File: src/rtl/uer_pkg.sv
// Shared types and constants for the ultrasonic echo ranger.
// No dependencies; the sequencer, scaler, top level and bench import this package.
package uer_pkg;

  // Sequencer phases
  typedef enum logic [2:0] {
    PH_IDLE  = 3'd0,
    PH_TLOW  = 3'd1,
    PH_THIGH = 3'd2,
    PH_RISE  = 3'd3,
    PH_ECHO  = 3'd4,
    PH_GAP   = 3'd5
  } phase_t;

  // Register indexes (byte address = 4 * index)
  typedef enum logic [2:0] {
    REG_TRIG_LOW  = 3'd0,
    REG_TRIG_HIGH = 3'd1,
    REG_RISE_TO   = 3'd2,
    REG_ECHO_TO   = 3'd3,
    REG_GAP       = 3'd4,
    REG_AVG_EN    = 3'd5
  } reg_idx_t;

  localparam int unsigned ADDR_W = 5;
  localparam int unsigned DATA_W = 32;

  localparam logic [9:0]  TRIG_LOW_RST  = 10'd10;
  localparam logic [9:0]  TRIG_HIGH_RST = 10'd20;
  localparam logic [15:0] RISE_TO_RST   = 16'd5000;
  localparam logic [15:0] ECHO_TO_RST   = 16'd20000;
  localparam logic [15:0] GAP_RST       = 16'd10000;

  // Microseconds of round trip per centimeter
  localparam int unsigned US_PER_CM = 58;

  localparam int unsigned WIDTH_W = 16;
  localparam int unsigned SUM_W   = 20;
  localparam int unsigned COUNT_W = 4;
  localparam int unsigned DIST_W  = 15;

  typedef struct packed {
    logic [9:0]  trigger_low_us;
    logic [9:0]  trigger_high_us;
    logic [15:0] rise_timeout_us;
    logic [15:0] echo_timeout_us;
    logic [15:0] reading_gap_us;
    logic        average_enable;
  } cfg_t;

  // One tick's outcome from the sequencer, before scaling
  typedef struct packed {
    logic             trig;
    logic             busy;
    logic             done;
    logic             tout;
    logic             avg;    // numerator is a sum of readings
    logic [SUM_W-1:0] num;    // zero unless a good result
  } seq_res_t;

endpackage

File: src/rtl/uer_if.sv
// Valid/ready channel interfaces for the ranger's tick input and result output.
// Depends on nothing.
interface uer_in_if;
  logic valid;
  logic ready;
  logic start_request;
  logic echo_level;

  modport source (output valid, start_request, echo_level, input ready);
  modport sink (input valid, start_request, echo_level, output ready);
endinterface

interface uer_out_if;
  logic        valid;
  logic        ready;
  logic        trigger_level;
  logic        busy_res;
  logic        result_valid;
  logic [14:0] distance_sixteenths;
  logic        timed_out;

  modport source (output valid, trigger_level, busy_res, result_valid,
                  distance_sixteenths, timed_out, input ready);
  modport sink (input valid, trigger_level, busy_res, result_valid,
                distance_sixteenths, timed_out, output ready);
endinterface

File: src/rtl/uer_seq.sv
// Measurement sequencer: trigger, rise wait, echo count, gap, averaging sum.
// Depends on uer_pkg. State advances once per accepted tick word.
module uer_seq #(
  parameter int unsigned READINGS = 5
) (
  input  logic             clk,
  input  logic             rst,
  input  logic             step,
  input  logic             start_request,
  input  logic             echo_level,
  input  uer_pkg::cfg_t    cfg,
  output uer_pkg::seq_res_t res
);
  import uer_pkg::*;

  localparam logic [COUNT_W-1:0] READ_N = COUNT_W'(READINGS);

  phase_t             phase, phase_next;
  logic [15:0]        timer, timer_next;
  logic [WIDTH_W-1:0] width, width_next;
  logic [SUM_W-1:0]   sum, sum_next;
  logic [COUNT_W-1:0] rdone, rdone_next;

  logic [15:0]        t1;
  logic [WIDTH_W-1:0] w1;
  logic [SUM_W-1:0]   sum1;
  logic [COUNT_W-1:0] rd1;
  logic               timeout, rend;

  always_ff @(posedge clk) begin
    if (rst) begin
      phase <= PH_IDLE;
      timer <= '0;
      width <= '0;
      sum   <= '0;
      rdone <= '0;
    end else if (step) begin
      phase <= phase_next;
      timer <= timer_next;
      width <= width_next;
      sum   <= sum_next;
      rdone <= rdone_next;
    end
  end

  always_comb begin
    t1   = timer + 16'd1;
    w1   = width + WIDTH_W'(1);
    sum1 = sum + SUM_W'(width);
    rd1  = rdone + COUNT_W'(1);

    phase_next = phase;
    timer_next = timer;
    width_next = width;
    sum_next   = sum;
    rdone_next = rdone;
    timeout    = 1'b0;
    rend       = 1'b0;
    res        = '0;

    case (phase)
      PH_TLOW: begin
        timer_next = t1;
        if (t1 >= {6'd0, cfg.trigger_low_us}) begin
          phase_next = PH_THIGH;
          timer_next = '0;
        end
      end
      PH_THIGH: begin
        res.trig   = 1'b1;
        timer_next = t1;
        if (t1 >= {6'd0, cfg.trigger_high_us}) begin
          phase_next = PH_RISE;
          timer_next = '0;
        end
      end
      PH_RISE: begin
        if (echo_level) begin
          width_next = WIDTH_W'(1);
          phase_next = PH_ECHO;
          timer_next = '0;
          // a timeout limit of 0 or 1 trips on the first echo tick
          if (cfg.echo_timeout_us <= 16'd1) timeout = 1'b1;
        end else begin
          timer_next = t1;
          if (t1 >= cfg.rise_timeout_us) timeout = 1'b1;
        end
      end
      PH_ECHO: begin
        if (echo_level) begin
          width_next = w1;
          if (w1 >= cfg.echo_timeout_us) timeout = 1'b1;
        end else begin
          rend = 1'b1;
        end
      end
      PH_GAP: begin
        timer_next = t1;
        if (t1 >= cfg.reading_gap_us) begin
          phase_next = PH_TLOW;
          timer_next = '0;
        end
      end
      default: begin
        phase_next = PH_IDLE;
        if (start_request) begin
          phase_next = PH_TLOW;
          timer_next = '0;
          width_next = '0;
          sum_next   = '0;
          rdone_next = '0;
        end
      end
    endcase

    if (timeout) begin
      res.done   = 1'b1;
      res.tout   = 1'b1;
      phase_next = PH_IDLE;
      timer_next = '0;
      sum_next   = '0;
      rdone_next = '0;
    end else if (rend) begin
      timer_next = '0;
      if (!cfg.average_enable) begin
        res.done   = 1'b1;
        res.num    = SUM_W'(width);
        phase_next = PH_IDLE;
        sum_next   = '0;
        rdone_next = '0;
      end else if (rd1 >= READ_N) begin
        res.done   = 1'b1;
        res.avg    = 1'b1;
        res.num    = sum1;
        phase_next = PH_IDLE;
        sum_next   = '0;
        rdone_next = '0;
      end else begin
        sum_next   = sum1;
        rdone_next = rd1;
        phase_next = PH_GAP;
      end
    end

    res.busy = (phase_next != PH_IDLE);
  end

endmodule

File: src/rtl/uer_scale.sv
// Converts echo microseconds (or a sum of readings) to 1/16 cm.
// Depends on uer_pkg. Exact floor division by reciprocal multiplication.
module uer_scale #(
  parameter int unsigned READINGS = 5
) (
  input  logic [uer_pkg::SUM_W-1:0]  num,
  input  logic                       avg,
  output logic [uer_pkg::DIST_W-1:0] sixteenths
);
  import uer_pkg::*;

  // n = num * 16 < 2^24 and divisor < 2^10, so a 34-bit shift keeps the
  // rounded-up reciprocal exact for every numerator
  localparam int unsigned NUM_W   = SUM_W + 4;
  localparam int unsigned SHIFT   = 34;
  localparam int unsigned RECIP_W = 29;
  localparam longint unsigned DIV_ONE = US_PER_CM;
  localparam longint unsigned DIV_AVG = US_PER_CM * READINGS;
  localparam logic [RECIP_W-1:0] RECIP_ONE =
    RECIP_W'(((64'd1 << SHIFT) + DIV_ONE - 1) / DIV_ONE);
  localparam logic [RECIP_W-1:0] RECIP_AVG =
    RECIP_W'(((64'd1 << SHIFT) + DIV_AVG - 1) / DIV_AVG);
  localparam int unsigned PROD_W = NUM_W + RECIP_W;
  localparam int unsigned QUOT_W = PROD_W - SHIFT;
  localparam logic [QUOT_W-1:0] DIST_MAX = QUOT_W'({DIST_W{1'b1}});

  logic [NUM_W-1:0]   numer;
  logic [RECIP_W-1:0] recip;
  logic [PROD_W-1:0]  prod;
  logic [QUOT_W-1:0]  quot;

  always_comb begin
    numer      = {num, 4'b0000};
    recip      = avg ? RECIP_AVG : RECIP_ONE;
    prod       = PROD_W'(numer) * PROD_W'(recip);
    quot       = prod[PROD_W-1:SHIFT];
    sixteenths = (quot > DIST_MAX) ? DIST_W'(DIST_MAX) : quot[DIST_W-1:0];
  end

endmodule

File: src/rtl/ultrasonic_echo_ranger.sv
// Ultrasonic echo-pulse ranger top level: APB registers and result pipeline.
// Depends on uer_pkg, uer_if, uer_seq and uer_scale.
//
// Each word on req is one microsecond tick (start request and sampled echo
// level) and yields exactly one word on rsp: trigger level, busy flag, and
// on the finishing tick the result flag, distance in 1/16 cm and timeout
// flag. One word is taken per clock unless rsp back-pressure stalls it; the
// sequencer state updates in the accept cycle, a stage register holds its
// outcome, and the reciprocal multiplier that scales the distance feeds the
// output register on rsp. Configuration is written over APB (register i at
// byte address 4*i), by the user only while the block idles (not enforced).
module ultrasonic_echo_ranger #(
  parameter int unsigned READINGS = 5
) (
  input  logic                         clk,
  input  logic                         rst,
  uer_in_if.sink                       req,
  uer_out_if.source                    rsp,
  input  logic                         psel,
  input  logic                         penable,
  input  logic                         pwrite,
  input  logic [uer_pkg::ADDR_W-1:0]   paddr,
  input  logic [uer_pkg::DATA_W-1:0]   pwdata,
  output logic [uer_pkg::DATA_W-1:0]   prdata,
  output logic                         pready
);
  import uer_pkg::*;

  cfg_t     cfg;
  reg_idx_t widx;
  logic     wr_en;

  seq_res_t seq_res;
  logic     a_valid, b_valid;
  seq_res_t a_res;
  logic     a_ready, b_ready, step;
  logic [DIST_W-1:0] sixteenths;

  // ---------------- configuration ----------------
  assign pready = 1'b1;
  assign wr_en  = psel && penable && pwrite;
  assign widx   = reg_idx_t'(paddr[ADDR_W-1:2]);

  always_ff @(posedge clk) begin
    if (rst) begin
      cfg.trigger_low_us  <= TRIG_LOW_RST;
      cfg.trigger_high_us <= TRIG_HIGH_RST;
      cfg.rise_timeout_us <= RISE_TO_RST;
      cfg.echo_timeout_us <= ECHO_TO_RST;
      cfg.reading_gap_us  <= GAP_RST;
      cfg.average_enable  <= 1'b0;
    end else if (wr_en) begin
      case (widx)
        REG_TRIG_LOW:  cfg.trigger_low_us  <= pwdata[9:0];
        REG_TRIG_HIGH: cfg.trigger_high_us <= pwdata[9:0];
        REG_RISE_TO:   cfg.rise_timeout_us <= pwdata[15:0];
        REG_ECHO_TO:   cfg.echo_timeout_us <= pwdata[15:0];
        REG_GAP:       cfg.reading_gap_us  <= pwdata[15:0];
        REG_AVG_EN:    cfg.average_enable  <= pwdata[0];
        default: ;
      endcase
    end
  end

  always_comb begin
    case (widx)
      REG_TRIG_LOW:  prdata = DATA_W'(cfg.trigger_low_us);
      REG_TRIG_HIGH: prdata = DATA_W'(cfg.trigger_high_us);
      REG_RISE_TO:   prdata = DATA_W'(cfg.rise_timeout_us);
      REG_ECHO_TO:   prdata = DATA_W'(cfg.echo_timeout_us);
      REG_GAP:       prdata = DATA_W'(cfg.reading_gap_us);
      REG_AVG_EN:    prdata = DATA_W'(cfg.average_enable);
      default:       prdata = '0;
    endcase
  end

  // ---------------- pipeline ----------------
  assign b_ready   = !b_valid || rsp.ready;
  assign a_ready   = !a_valid || b_ready;
  assign req.ready = a_ready;
  assign step      = req.valid && a_ready;

  uer_seq #(.READINGS(READINGS)) u_seq (
    .clk           (clk),
    .rst           (rst),
    .step          (step),
    .start_request (req.start_request),
    .echo_level    (req.echo_level),
    .cfg           (cfg),
    .res           (seq_res)
  );

  always_ff @(posedge clk) begin
    if (rst) begin
      a_valid <= 1'b0;
    end else if (a_ready) begin
      a_valid <= req.valid;
    end
  end

  always_ff @(posedge clk) begin
    if (step) begin
      a_res <= seq_res;
    end
  end

  uer_scale #(.READINGS(READINGS)) u_scale (
    .num        (a_res.num),
    .avg        (a_res.avg),
    .sixteenths (sixteenths)
  );

  always_ff @(posedge clk) begin
    if (rst) begin
      b_valid <= 1'b0;
    end else if (b_ready) begin
      b_valid <= a_valid;
    end
  end

  always_ff @(posedge clk) begin
    if (b_ready && a_valid) begin
      rsp.trigger_level       <= a_res.trig;
      rsp.busy_res            <= a_res.busy;
      rsp.result_valid        <= a_res.done;
      rsp.timed_out           <= a_res.tout;
      rsp.distance_sixteenths <= sixteenths;
    end
  end

  assign rsp.valid = b_valid;

endmodule

File: src/flat_wrapper.sv
// flat-port wrapper written by rule: the top's interface ports become plain ports
module ultrasonic_echo_ranger_flat import uer_pkg::*;
#(
  parameter int unsigned READINGS = 5
)
  (clk, rst, psel, penable, pwrite, paddr, pwdata, prdata, pready, req_valid, req_start_request, req_echo_level, req_ready, rsp_valid, rsp_trigger_level, rsp_busy_res, rsp_result_valid, rsp_distance_sixteenths, rsp_timed_out, rsp_ready);
  uer_in_if req_i ();
  uer_out_if rsp_i ();
  input  logic clk;
  input  logic rst;
  input  logic psel;
  input  logic penable;
  input  logic pwrite;
  input  logic [uer_pkg::ADDR_W-1:0] paddr;
  input  logic [uer_pkg::DATA_W-1:0] pwdata;
  output logic [uer_pkg::DATA_W-1:0] prdata;
  output logic pready;
  input wire logic [$bits(req_i.valid)-1:0] req_valid;
  input wire logic [$bits(req_i.start_request)-1:0] req_start_request;
  input wire logic [$bits(req_i.echo_level)-1:0] req_echo_level;
  output wire logic [$bits(req_i.ready)-1:0] req_ready;
  output wire logic [$bits(rsp_i.valid)-1:0] rsp_valid;
  output wire logic [$bits(rsp_i.trigger_level)-1:0] rsp_trigger_level;
  output wire logic [$bits(rsp_i.busy_res)-1:0] rsp_busy_res;
  output wire logic [$bits(rsp_i.result_valid)-1:0] rsp_result_valid;
  output wire logic [$bits(rsp_i.distance_sixteenths)-1:0] rsp_distance_sixteenths;
  output wire logic [$bits(rsp_i.timed_out)-1:0] rsp_timed_out;
  input wire logic [$bits(rsp_i.ready)-1:0] rsp_ready;
  assign req_i.valid = req_valid;
  assign req_i.start_request = req_start_request;
  assign req_i.echo_level = req_echo_level;
  assign req_ready = req_i.ready;
  assign rsp_valid = rsp_i.valid;
  assign rsp_trigger_level = rsp_i.trigger_level;
  assign rsp_busy_res = rsp_i.busy_res;
  assign rsp_result_valid = rsp_i.result_valid;
  assign rsp_distance_sixteenths = rsp_i.distance_sixteenths;
  assign rsp_timed_out = rsp_i.timed_out;
  assign rsp_i.ready = rsp_ready;
  ultrasonic_echo_ranger #(.READINGS(READINGS)) u_core (.clk(clk), .rst(rst), .req(req_i), .rsp(rsp_i), .psel(psel), .penable(penable), .pwrite(pwrite), .paddr(paddr), .pwdata(pwdata), .prdata(prdata), .pready(pready));
endmodule
File: config.mk
export PLATFORM = sky130hd
export DESIGN_NAME = ultrasonic_echo_ranger_flat
export DESIGN_NICKNAME = d
export VERILOG_FILES = /design/src/rtl/uer_pkg.sv /design/src/rtl/uer_if.sv /design/src/rtl/uer_seq.sv /design/src/rtl/uer_scale.sv /design/src/rtl/ultrasonic_echo_ranger.sv /design/src/flat_wrapper.sv
export SDC_FILE = /design/constraint.sdc
export NUM_CORES = 1
export LEC_CHECK = 0
export ABC_AREA = 1
export BUFFER_PORTS_ARGS = -buffer_cell sky130_fd_sc_hd__buf_2
export CAP_MARGIN = 40
export CELL_PAD_IN_SITES_DETAIL_PLACEMENT = 2
export CELL_PAD_IN_SITES_GLOBAL_PLACEMENT = 2
export CORE_MARGIN = 2
export CORE_UTILIZATION = 30
export CTS_CLUSTER_DIAMETER = 30
export DETAILED_ROUTE_END_ITERATION = 12
export PLACE_DENSITY_LB_ADDON = 0.1
export SYNTH_ARGS = -nofsm -noshare
export SYNTH_HDL_FRONTEND = slang
export SYNTH_SLANG_ARGS = --single-unit
File: constraint.sdc
create_clock -name clk -period 9.6 [get_ports clk]
set_input_delay 2.4 -clock clk [delete_from_list [all_inputs] [get_ports clk]]
set_output_delay 2.4 -clock clk [all_outputs]
set_load 0.03 [all_outputs]
==> impl_metrics.csv <==
group,metric,value,unit
critical_path,crit_required,9800,ps
clock_network,cts-root-buf,"clkbuf_16",
timing,final_hold_viol_count,0,
timing,finalSetupViolCount,0,
detailed_routing,firstDrtPassIters,4,
job,drv_cap,0,
detailed_routing,drc_errors,0,
run_status,status,"finished, final reports clean",
clock_network,post_cts_buffers,0,
synthesis,synth_warnings,0,
die,num_io_pins,100,
clock_network,cts_buffer_depth,2,
detailed_routing,vias,19403,
timing,fmax,133,MHz
place,port_buffers,64,
global_routing,grt_pass1_vias,22350,
timing,timing.final.ws_setup,2090,ps
die,fp.dieW,279,um
layout,diodes,0,
synthesis,ys.flop_type,"dfxtp_1",
layout,syn_to_final_growth,8.77,%
critical_path,r2r_end,"u_core.rsp.distance_sixteenths[9]$_SDFFCE_PN1P_",
synthesis,synthTopCellsByArea,"fa_1 (23%), ha_1 (18%), dfxtp_1 (11%)",
layout,drive_gt1_share,5.81,%
pwr,switching_power,4.11,mW
synthesis,ys_seq_area_share,17.3,%
critical_path,cp.arrival,7710,ps
global_routing,gr-total-overflow,0,
die,fp.dieH,279,um
synthesis,synth_most_common_cell,"inv_1",
timing,min_period,7510,ps
global_routing,grt_max_degree,65,
global_routing,grt_use_met3,1.91,%
clock_network,htreeDepth,4,
detailed_routing,drt-initial-drc-count,682,
synthesis,syn-cell-area,22700,um2
global_routing,grt.busiest_layer,"met2",
timing,drv_slew,0,
critical_path,reg2reg_from,"u_core.a_res[20]$_SDFFCE_PP0P_",
timing,max_slew_margin,40.9,%
critical_path,critPathMaxFanout,25,
critical_path,critPathKind,"reg -> reg",
worst_hold_path,whs_endpoint,"u_core.rsp.timed_out$_DFFE_PP_",
layout,final_nets,3523,
clock_network,cts_tree,"built",
detailed_routing,routedWlPerCell,22.3,um
pwr,power-per-cell-area,287,nW/um2
critical_path,ff2ff_path_depth,22,
global_routing,met1_usage,26.0,%
global_routing,grtUsageTotal,22.5,%
synthesis,yosysTopAreaCellShare,23.1,%
timing,setup_tns,0,ps
die,num_rows,100,
global_routing,grt_pass1_wl,133,mm
synthesis,synth_top_cell_by_area,"fa_1",
die,design.die.area,78000,um2
critical_path,start_kind,"flip-flop",
clock_network,cts_sinks,174,
worst_hold_path,hp-class,"reg -> reg",
clock_network,cts_buffers,17,
clock_network,cts-resized-gates,0,
detailed_routing,final_antenna_net_count,0,
detailed_routing,via_per_inst,5.00,
place,post-dp-hpwl,74.9,mm
global_routing,grtUsageMet2,44.2,%
worst_hold_path,hold_start,"u_core.a_res[21]$_DFFE_PP_",
die,start_util,30.5,%
pwr,comb_power_share,77.6,%
place,gp_congestion,0.904,
critical_path,ff2ff_setup_slack,2090,ps
timing,rsz0062_at_grt,"false",
synthesis,synthTopCellsByCount,"inv_1 (598), nand2_1 (415), ha_1 (320)",
pwr,leakagePower,12.2,nW
timing,fin_crit_sh,78.2,%
pwr,p_int,3.00,mW
worst_hold_path,holdPathStages,0,
pwr,switching_share,57.8,%
pwr,p_seq_share,12.2,%
synthesis,async_reset_ff_share,0,%
synthesis,synth.distinct_cells,47,
detailed_routing,drt-total-wl,86.5,mm
clock_network,path_clk_slew,80,ps
pwr,ir_worst_vdd,0.223,mV
place,dp_slack,1980,ps
timing,finalClockSkew,32.8,ps
clock_network,cts_hold_buf,0,
die,core-area,74700,um2
global_routing,antenna_found_initial,0,
synthesis,synthCells,2840,
critical_path,end_kind,"flip-flop",
pwr,pwr-share-clk,10.2,%
synthesis,synth.avg_cell_area,8.01,um2
clock_network,clock_latency,490,ps
synthesis,ys_ff_latch,174,
synthesis,synth_edf_count,44,
pwr,p_total,7.11,mW
timing,tightest_slew,884,ps
[worst max-delay path by stage]
| stage | startpoint | to | slack [ps] | cells after the start |
|---|---|---|---|---|
| CTS | u_core.a_res[4]$_SDFFCE_PP0P_ | u_core.rsp.distance_sixteenths[9]$_SDFFCE_PN1P_ | 1970 | 22 |
| finish | u_core.a_res[20]$_SDFFCE_PP0P_ | u_core.rsp.distance_sixteenths[9]$_SDFFCE_PN1P_ | 2090 | 22 |
| global placement | u_core.a_res[20]$_SDFFCE_PP0P_ | u_core.rsp.distance_sixteenths[1]$_SDFFCE_PN1P_ | 1570 | 23 |
| floorplan | u_core.a_res[20]$_SDFFCE_PP0P_ | u_core.rsp.distance_sixteenths[3]$_SDFFCE_PN1P_ | 2870 | 27 |
| global route | u_core.a_res[4]$_SDFFCE_PP0P_ | u_core.rsp.distance_sixteenths[13]$_SDFFCE_PN1P_ | 1590 | 22 |
| detailed placement | u_core.a_res[4]$_SDFFCE_PP0P_ | u_core.rsp.distance_sixteenths[14]$_SDFFCE_PN1P_ | 1980 | 22 |
[flip-flops by register name, summed over array words and instances, names as in the netlist]
signal	count
u_core.rsp.valid	1
u_core.a_valid	1
u_core.u_seq.sum	20
u_core.u_seq.timer	16
u_core.a_res	25
u_core.rsp.busy_res	1
u_core.rsp.timed_out	1
u_core.u_seq.rdone	4
u_core.u_seq.phase	3
u_core.u_seq.width	16
u_core.cfg	69
u_core.rsp.distance_sixteenths	15
u_core.rsp.result_valid	1
u_core.rsp.trigger_level	1
[metrics by stage]
stage / utilization (%) / hold WS, ps / cell area [um2] / instances
floorplan: - / 400 / 22900 / 2870
global placement: 32.3 / 418 / 24100 / 3840
detailed placement: 32.4 / 414 / 24200 / 3845
CTS: 33.1 / 443 / 24700 / 3877
global route: 33.1 / 454 / 24700 / 3877
finish: 33.1 / 441 / 24700 / 3877
[cell usage in the layout, fill, tap and decap left out, types with 13 or more instances in the layout]
master,n
nand4_1,63
conb_1,32
nor4_1,17
nor3_1,29
o21bai_1,16
o211ai_1,13
a21oi_1,205
inv_1,597
inv_2,14
nor2_1,202
nand2_1,415
nand2_2,13
edfxtp_1,44
nand3_1,118
o221ai_1,15
buf_4,18
buf_2,64
o21ai_0,135
xor2_1,38
ha_1,320
clkbuf_16,18
fa_1,262
o22ai_1,13
dfxtp_1,130
[layer usage]
| layer | up-vias | part of all wire, % |
|---|---|---|
| met5 | - | 0 |
| met4 | 0 | 1.9 |
| met3 | 60 | 1.6 |
| met2 | 180 | 55 |
| met1 | 9968 | 42 |
| li1 | 9195 | - |
[layout make-up]
| type | count | area, um2 |
|---|---|---|
| flip-flops and latches | 174 | 3920 |
| multi-input cells | 2005 | 16200 |
| repair buffers | 83 | 483 |
| clock inverters | 14 | 119 |
| inverters | 614 | 2300 |
| clock buffers | 18 | 450 |
| fillers | 8683 | 50000 |
| well taps | 969 | 1210 |
[worst max-delay path: stages, from the launching register on]
cell and delay [ps]:
edfxtp_1 540, buf_16 230, nor2_1 690, fa_1 570, fa_1 520, inv_1 60, fa_1 500, inv_1 60
fa_1 530, fa_1 450, fa_1 580, fa_1 460, ha_1 360, nand2_1 130, nor2_1 190, nand2_1 70
o21ai_0 440, nand3_1 140, nand3_1 110, xor2_1 160, nand2_1 80, inv_2 200, nand3_1 120
[power groups by stage]
stage                     Combinational [mW]  Sequential, mW  Clock [mW]
after floorplan                         3.54           0.922           0
after global placement                  5.53           0.885           0
after detailed placement                5.63           0.886           0
after CTS                               5.69           0.869       0.756
after global routing                    6.21           0.873       0.784
final                                   5.51           0.868       0.727
[cell families after synthesis]
logic type / Yosys count / synth area share, %
buffers and inverters: 691 / 11.8
adders and majority gates: 582 / 40.7
other: 2 / 0.0330
DFF: 174 / 17.3
AOI/OAI and AO/OA: 455 / 11.3
xor gates and xnor gates: 50 / 1.93
and+or+nand+nor: 886 / 17.0
(Power assumes the default switching activity.)
